===== src/rtl/sedfr_pkg.sv =====
// ----------------------------------------------------------------------------
// STX/ETX/DLE frame receiver package
// Framing byte codes and widths of the fixed fields.
// ----------------------------------------------------------------------------
package sedfr_pkg;

    localparam int BYTE_W = 8;
    localparam int LEN_W  = 9;

    localparam logic [BYTE_W-1:0] BYTE_STX = 8'h02;
    localparam logic [BYTE_W-1:0] BYTE_ETX = 8'h03;
    localparam logic [BYTE_W-1:0] BYTE_DLE = 8'h10;

    localparam logic [LEN_W-1:0] MAX_LEN_RESET = 9'd256;

endpackage


===== src/rtl/stx_etx_dle_frame_receiver_top.sv =====
// ----------------------------------------------------------------------------
// STX/ETX/DLE frame receiver
// Recovers byte-stuffed frames from a received byte stream and emits each
// unescaped frame byte with its index, an end marker with the length, or an
// abort when the frame outgrows the length limit.
// ----------------------------------------------------------------------------
// Each accepted byte passes through the input register, then the result
// register; bytes that produce no result are simply consumed.
// Throughput: one byte per cycle while out_ready does not hold back the result
// register; the frame flag, escape flag and byte counter update per byte taken.
// Reset: asynchronous, active low; the block leaves reset outside a frame
// with the length limit at 256 and both pipeline registers empty.
module stx_etx_dle_frame_receiver_top
    import sedfr_pkg::*;
#(
    parameter int MAX_FRAME_BYTES = 256
)
(
    input  logic              clk,
    input  logic              rst_n,
    input  logic              cfg_valid,
    output logic              cfg_ready,
    input  logic [LEN_W-1:0]  max_frame_length,
    input  logic              in_valid,
    output logic              in_ready,
    input  logic [BYTE_W-1:0] rx_byte,
    output logic              out_valid,
    input  logic              out_ready,
    output logic [BYTE_W-1:0] data_byte,
    output logic [BYTE_W-1:0] byte_index,
    output logic              frame_end,
    output logic [LEN_W-1:0]  frame_length,
    output logic              frame_abort
);

    localparam int CNT_W = $clog2(MAX_FRAME_BYTES + 1);
    localparam int CMP_W = (CNT_W + 1 > LEN_W) ? CNT_W + 1 : LEN_W;

    logic [LEN_W-1:0]  max_len_reg;
    logic              s1_valid_reg;
    logic [BYTE_W-1:0] s1_byte_reg;
    logic              in_frame_reg, in_frame_next;
    logic              esc_reg, esc_next;
    logic [CNT_W-1:0]  count_reg, count_next;
    logic              out_valid_reg, out_valid_next;
    logic [BYTE_W-1:0] data_reg, data_next;
    logic [BYTE_W-1:0] index_reg, index_next;
    logic              end_reg, end_next;
    logic [LEN_W-1:0]  length_reg, length_next;
    logic              abort_reg, abort_next;

    logic              out_free;
    logic              s1_move;
    logic              has_result;
    logic [CMP_W-1:0]  cnt_ext;
    logic [CMP_W-1:0]  cnt_plus1;
    logic [CMP_W-1:0]  cfg_ext;
    logic [CMP_W-1:0]  max_ext;
    logic [CMP_W-1:0]  limit;

    assign cfg_ready = 1'b1;
    assign out_free  = !out_valid_reg || out_ready;
    assign s1_move   = s1_valid_reg && out_free;
    assign in_ready  = !s1_valid_reg || s1_move;

    assign cnt_ext   = CMP_W'(count_reg);
    assign cnt_plus1 = cnt_ext + CMP_W'(1);
    assign cfg_ext   = CMP_W'(max_len_reg);
    assign max_ext   = CMP_W'(MAX_FRAME_BYTES);
    assign limit     = (cfg_ext < max_ext) ? cfg_ext : max_ext;

    always_comb
    begin
        in_frame_next = in_frame_reg;
        esc_next      = esc_reg;
        count_next    = count_reg;
        has_result    = 1'b0;
        data_next     = '0;
        index_next    = '0;
        end_next      = 1'b0;
        length_next   = '0;
        abort_next    = 1'b0;
        if (!in_frame_reg) begin
            if (s1_byte_reg == BYTE_STX) begin
                in_frame_next = 1'b1;
                esc_next      = 1'b0;
                count_next    = '0;
            end
        end else if (cnt_ext >= limit) begin
            in_frame_next = 1'b0;
            esc_next      = 1'b0;
            count_next    = '0;
            has_result    = 1'b1;
            abort_next    = 1'b1;
        end else if (esc_reg) begin
            esc_next   = 1'b0;
            count_next = CNT_W'(cnt_plus1);
            has_result = 1'b1;
            data_next  = s1_byte_reg;
            index_next = cnt_ext[BYTE_W-1:0];
        end else if (s1_byte_reg == BYTE_DLE) begin
            esc_next = 1'b1;
        end else begin
            count_next = CNT_W'(cnt_plus1);
            has_result = 1'b1;
            data_next  = s1_byte_reg;
            index_next = cnt_ext[BYTE_W-1:0];
            if (s1_byte_reg == BYTE_ETX) begin
                in_frame_next = 1'b0;
                end_next      = 1'b1;
                length_next   = cnt_plus1[LEN_W-1:0];
            end
        end
    end

    always_comb
    begin
        if (s1_move) begin
            out_valid_next = has_result;
        end else if (out_ready) begin
            out_valid_next = 1'b0;
        end else begin
            out_valid_next = out_valid_reg;
        end
    end

    always_ff @(posedge clk or negedge rst_n)
    begin
        if (!rst_n) begin
            max_len_reg   <= MAX_LEN_RESET;
            s1_valid_reg  <= 1'b0;
            in_frame_reg  <= 1'b0;
            esc_reg       <= 1'b0;
            count_reg     <= '0;
            out_valid_reg <= 1'b0;
        end else begin
            if (cfg_valid && cfg_ready) begin
                max_len_reg <= max_frame_length;
            end
            if (in_ready) begin
                s1_valid_reg <= in_valid;
            end
            if (s1_move) begin
                in_frame_reg <= in_frame_next;
                esc_reg      <= esc_next;
                count_reg    <= count_next;
            end
            out_valid_reg <= out_valid_next;
        end
    end

    always_ff @(posedge clk)
    begin
        if (in_valid && in_ready) begin
            s1_byte_reg <= rx_byte;
        end
        if (s1_move && has_result) begin
            data_reg   <= data_next;
            index_reg  <= index_next;
            end_reg    <= end_next;
            length_reg <= length_next;
            abort_reg  <= abort_next;
        end
    end

    assign out_valid    = out_valid_reg;
    assign data_byte    = data_reg;
    assign byte_index   = index_reg;
    assign frame_end    = end_reg;
    assign frame_length = length_reg;
    assign frame_abort  = abort_reg;

    a_abort_no_data: assert property (@(posedge clk) disable iff (!rst_n)
        out_valid_reg && abort_reg |-> !end_reg && length_reg == '0 && data_reg == '0)
        else $error("abort result carries data");

    a_escape_in_frame: assert property (@(posedge clk) disable iff (!rst_n)
        esc_reg |-> in_frame_reg)
        else $error("escape pending outside a frame");

    a_count_bound: assert property (@(posedge clk) disable iff (!rst_n)
        in_frame_reg |-> cnt_ext <= max_ext)
        else $error("byte count beyond frame size");

    a_end_length: assert property (@(posedge clk) disable iff (!rst_n)
        out_valid_reg && end_reg |->
            length_reg[BYTE_W-1:0] == index_reg + BYTE_W'(1) && data_reg == BYTE_ETX)
        else $error("frame end length does not match index");

    a_result_source: assert property (@(posedge clk) disable iff (!rst_n)
        $rose(out_valid_reg) |-> $past(s1_move))
        else $error("result appeared without a byte");

endmodule


===== config.mk =====
export PLATFORM = sky130hd
export DESIGN_NAME = stx_etx_dle_frame_receiver_top
export DESIGN_NICKNAME = d
export VERILOG_FILES = /design/src/rtl/sedfr_pkg.sv /design/src/rtl/stx_etx_dle_frame_receiver_top.sv
export SDC_FILE = /design/constraint.sdc
export NUM_CORES = 1
export LEC_CHECK = 0
export ABC_AREA = 1
export BUFFER_PORTS_ARGS = -buffer_cell sky130_fd_sc_hd__buf_4
export CELL_PAD_IN_SITES_DETAIL_PLACEMENT = 1
export CELL_PAD_IN_SITES_GLOBAL_PLACEMENT = 1
export CORE_MARGIN = 4
export CORE_UTILIZATION = 40
export CTS_BUF_LIST = sky130_fd_sc_hd__clkbuf_8
export CTS_CLUSTER_SIZE = 40
export DETAILED_ROUTE_END_ITERATION = 7
export PLACE_DENSITY_LB_ADDON = 0.12
export SYNTH_ARGS = -nofsm -noshare
export SYNTH_HDL_FRONTEND = slang
export SYNTH_SLANG_ARGS = --single-unit

===== constraint.sdc =====
create_clock -name clk -period 2.2 [get_ports clk]
set_input_delay 0.22 -clock clk [delete_from_list [all_inputs] [get_ports clk]]
set_output_delay 0.22 -clock clk [all_outputs]
set_load 0.05 [all_outputs]

# After elaboration in Yosys (flattened, before gate mapping)
# Cells that the tools add are included.
# totals
register_bits,57
in_bits,22
output_inout_bits,30
# op_classes
addsub,1
magnitude_cmp,2
n_eq_ne,4
n_mux,29
n_bitwise,2
n_reduce_logical,14
# op_table
cell,n
9-bit 2-to-1 mux,6
8-bit 2-to-1 mux,4
1-bit 2-to-1 mux,19
8-bit by 2-bit equality test with 1-bit output (second input constant),2
9-bit by 1-bit adder with 9-bit output (second input constant),1
9-bit >= comparator,1
9-bit less-than comparator (second input constant),1
8-bit by 5-bit equality test with 1-bit output (second input constant),1
5-bit OR reduction,1
4-bit inequality test (second input constant),1
2-bit nonzero test,2
4-bit OR reduction,1
1-bit logical AND,3
3-bit AND reduction,1
1-bit logical NOT,2
1-bit logical OR,2
1-bit NOT,2
2-bit AND reduction,1
2-bit OR reduction,1

# Depth between registers and ports, before layout
# depth
depth_word,6
depth_mapped,13
ltp_nobuf,12

# Least setup slack after synthesis
# OpenSTA, ideal clock, no wires.
# synth_timing
kind,reg2reg
from,reg max_len_reg[8]
to,"reg index_reg[0] (netlist: byte_index[0]), enable pin"
t_arrival_ns,2.109
setup_slack_ns,-0.283
path_stages_with_launch,9
synth_period_minus_slack_ns,2.483
cell_sequence,dfstp_2 clkinv_1 ha_1 a21o_1 nor2_2 a21boi_1 inv_1 o21ai_1 inv_1
# synth_between
elab_chain_len,6
# synth_lines
item,line,rtl
from (decl),stx_etx_dle_frame_receiver_top.sv:39,logic [LEN_W-1:0] max_len_reg;
from (signal assigned),stx_etx_dle_frame_receiver_top.sv:138,max_len_reg <= max_frame_length;
9-bit less-than comparator,stx_etx_dle_frame_receiver_top.sv:70,assign limit = (cfg_ext < max_ext) ? cfg_ext : max_ext;
9-bit 2-to-1 mux (*),stx_etx_dle_frame_receiver_top.sv:70,
9-bit >= comparator (*),stx_etx_dle_frame_receiver_top.sv:89,end else if (cnt_ext >= limit) begin
1-bit 2-to-1 mux (*),stx_etx_dle_frame_receiver_top.sv:89,
1-bit 2-to-1 mux (*),stx_etx_dle_frame_receiver_top.sv:83,if (!in_frame_reg) begin
1-bit logical AND (*),stx_etx_dle_frame_receiver_top.sv:157,if (s1_move && has_result) begin
to (signal assigned),stx_etx_dle_frame_receiver_top.sv:159,index_reg <= index_next;
to (decl),stx_etx_dle_frame_receiver_top.sv:47,"logic [BYTE_W-1:0] index_reg, index_next;"
# Every way passes the cells marked *; elsewhere a longest branch is shown, timed or not.
# A chain may end at the register's enable or synchronous reset.

# Final worst setup path
# layout_timing
from,reg max_len_reg[8]
to,"reg length_reg[7] (netlist: frame_length[7]), enable pin"
# layout_between
elab_chain_len,6
# layout_lines
item,line,rtl
9-bit less-than comparator,stx_etx_dle_frame_receiver_top.sv:70,
9-bit 2-to-1 mux (*),stx_etx_dle_frame_receiver_top.sv:70,
9-bit >= comparator (*),stx_etx_dle_frame_receiver_top.sv:89,
1-bit 2-to-1 mux (*),stx_etx_dle_frame_receiver_top.sv:89,
1-bit 2-to-1 mux (*),stx_etx_dle_frame_receiver_top.sv:83,
1-bit logical AND (*),stx_etx_dle_frame_receiver_top.sv:157,
to (signal assigned),stx_etx_dle_frame_receiver_top.sv:161,length_reg <= length_next;
to (decl),stx_etx_dle_frame_receiver_top.sv:49,"logic [LEN_W-1:0] length_reg, length_next;"
# Marked as above.

==> key figures <==
Setup path
  • CP Data Arrival Time: 2.42 ns
  • Setup Crit Path Kind: reg -> reg
  • Slowest cell on crit path: dfstp_2
  • Crit-path max cell delay: 0.60 ns
  • Cell Chain, Critical Path: clkinv_4 > nand2_4 > ha_4 > a21oi_2 > nand3_2 > a21boi_2 > inv_1 > o21ai_2 > clkinvlp_4 > buf_12
  • Endpoint type of the worst setup path: flip-flop
  • CP Launch Type: flip-flop
  • Worst-path maximum fanout: 24
  • Crit path max-delay family: flip-flops
  • WP buf/inv: 4
  • Req. time, crit path: 2.29 ns

Power and ir drop
  • Pwr/cell area: 821 nW/µm²
  • P_int: 2.04 mW
  • Sw Ratio: 32.6%
  • Net Sw Power: 0.989 mW
  • Share of power burned in the clock network: 29.7%
  • Leakage: 1.64 nW
  • Peak supply drop: 368 µV
  • Logic pwr share: 26.3%
  • Flop pwr share: 44.0%
  • Power Total: 3.03 mW

Placed design
  • Port Buffers: 50
  • GPL Wtd Cong: 0.784
  • Pre-CTS setup slack: -0.0580 ns
  • Dpl hpwl: 4500 µm

Clocking
  • Clock transition at path regs: 0.06 ns
  • CTS Root Cell: clkbuf_8
  • H-tree Lvls: 3
  • CTS tree: built
  • Maximum clock insertion buffer count: 2
  • Clk_lat worst skew: 0.34 ns
  • Sink Count: 57
  • Cts bufs inserted: 9

Floorplan
  • Boundary Pins: 52
  • Floorplan core area: 6490 µm²
  • Die width: 90.7 µm
  • Die area: 8220 µm²
  • Die Ht: 90.7 µm
  • # rows: 29
  • Starting Density: 42.1%

Layout
  • Most frequent cells in the layout: 65 x buf_4, 46 x nand2_1, 35 x edfxtp_1
  • Fill cells: 720
  • FF+latch area: 1600 µm²
  • Fraction of layout cells with a size suffix above 1: 42.2%
  • Antenna diodes: 0
  • Commonest non-fill, non-tap cell in the layout: buf_4
  • Multi-input combinational cell area: 1140 µm²
  • Synth-to-Final Area Change: 35.1%
  • # nets final: 366

GRT
  • Largest net degree at the start of global routing: 33
  • GRT Residual Overflow: 0
  • Vias in the first global route: 2,070
  • Antenna violations before repair: 0
  • Global-route wire length before repair: 10,100 µm
  • Gr usage total: 15.9%

STA
  • Fin crit period: 2.33 ns
  • Achievable frequency: 428 MHz
  • Fin crit share: 106%
  • Setup TNS Final: -3.33 ns
  • Final Max Slew Viols: 0
  • Worst Hold Slack: 0.0578 ns
  • Final hold vios: 0
  • Final worst slack: -0.135 ns
  • Final setup viols: 27
  • Final Skew: 0.00927 ns
  • Unrepaired setup endpoints after global routing: yes

Drt
  • Via density: 4.86
  • Router iterations before antenna repair: 4
  • Vias: 2,020
  • Wire per inst: 15.1 µm
  • DR iter-0 viols: 70
  • Post-route ant nets: 0
  • Drt total wl: 6280 µm
  • Remaining DRCs: 0

Synthesis
  • Yosys cell types: 32
  • Mapped Area: 2730 µm²
  • Synth Instances: 260
  • Synth Net Count: 292
  • Seq cells post-synth: 57
  • Area fraction of the dominant cell type after synthesis: 38.5%
  • Synth area leaders: edfxtp_1 38%, dfrtp_1 19%, nand2_1 7.8%
  • Synth Warn #: 0
  • Yosys top cell by area: edfxtp_1
  • Syn Area/Cell: 10.5 µm²
  • Register area share after synthesis: 58.7%

Status
  • Violated checks: negative setup slack
  • Outcome: finished, violations left

Job
  • Max-capacitance violation count: 0

Hold path
  • Hold Path Class: in -> reg
final timing paths:
kind                                 from         endpoint  slack (ns)  cells past startpoint
setup / recovery           max_len_reg[8]  frame_length[7]       -0.13                     10
hold reg to reg            max_len_reg[5]   max_len_reg[5]        0.51                      1
max in group asynchronous           rst_n   max_len_reg[8]        1.61                      2
setup reg to reg           max_len_reg[8]  frame_length[7]       -0.13                     10
min in group asynchronous           rst_n   max_len_reg[7]        0.31                      2
hold / removal                 rx_byte[3]   s1_byte_reg[3]        0.06                      1
per-stage QoR:
step | instances | area [µm²] | utilization [%]
after CTS | 415 | 3590 | 55.2
final | 416 | 3690 | 56.8
after detailed placement | 395 | 3360 | 51.7
after global placement | 395 | 3360 | 51.7
after floorplan | 260 | 2800 | -
after global routing | 416 | 3690 | 56.8
layout make-up:
cell class                      instances  area share [%]
Timing Repair inverter                  1           0.169
Timing Repair Buffer                   69            14.9
Clock buffer                            9            3.36
Multi-Input combinational cell        166            30.8
Sequential cell                        57            43.4
Clock inverter                          7            1.49
Inverter                               30            3.29
Tap cell                               77            2.61
metal layers:
| layer | global-route usage (%) | wire length [µm] | up-vias |
|---|---|---|---|
| met2 | 25.1 | 2950 | 53 |
| met3 | 3.75 | 258 | 12 |
| met1 | 20.2 | 2940 | 951 |
| met5 | 0 | 0 | - |
| met4 | 8.04 | 131 | 0 |
| li1 | - | - | 1004 |
cell usage after synthesis (all sizes together):
master,instances
xor2,4
clkinv,1
a21o,2
nand3,17
conb,1
xnor2,1
ha,10
nor3,19
nand2,60
inv,29
a21oi,4
dfstp,1
a21boi,1
clkbuf,1
nand4,1
buf,6
nor2,34
o21ai,5
dfrtp,21
edfxtp,35
mux2,7
logic make-up (layout without fill, tap and decap cells):
family          count (synthesis)  in the layout  synth area share (%)
simple gates                  131            131                  23.2
flops                          57             57                  58.7
buf+inv                        37            116                  5.91
compound gates                 12             12                  3.02
fa+ha+maj                      10             10                  4.58
mux                             7              7                  2.88
xor+xnor                        5              5                  1.60
other cells                     1              1                 0.137
power groups by stage:
stage | registers [mW] | clock network [mW] | logic (mW)
2_1_floorplan | 1.51 | 0 | 0.331
3_3_place_gp | 1.35 | 0 | 0.734
3_5_place_dp | 1.35 | 0 | 0.755
5_1_grt | 1.35 | 0.979 | 0.859
6_report | 1.34 | 0.899 | 0.798
4_1_cts | 1.33 | 0.934 | 0.772
what timing repair did:
action	in CTS	in global routing
setup buffers	2	1
gates cloned	1	0
endpoints found under the hold margin	21	0
endpoints found under the setup margin	27	34
hold buffers	1	0
gates resized for setup	3	23
pin swaps	1	0
Note: power is estimated with default switching activity, not from simulation.
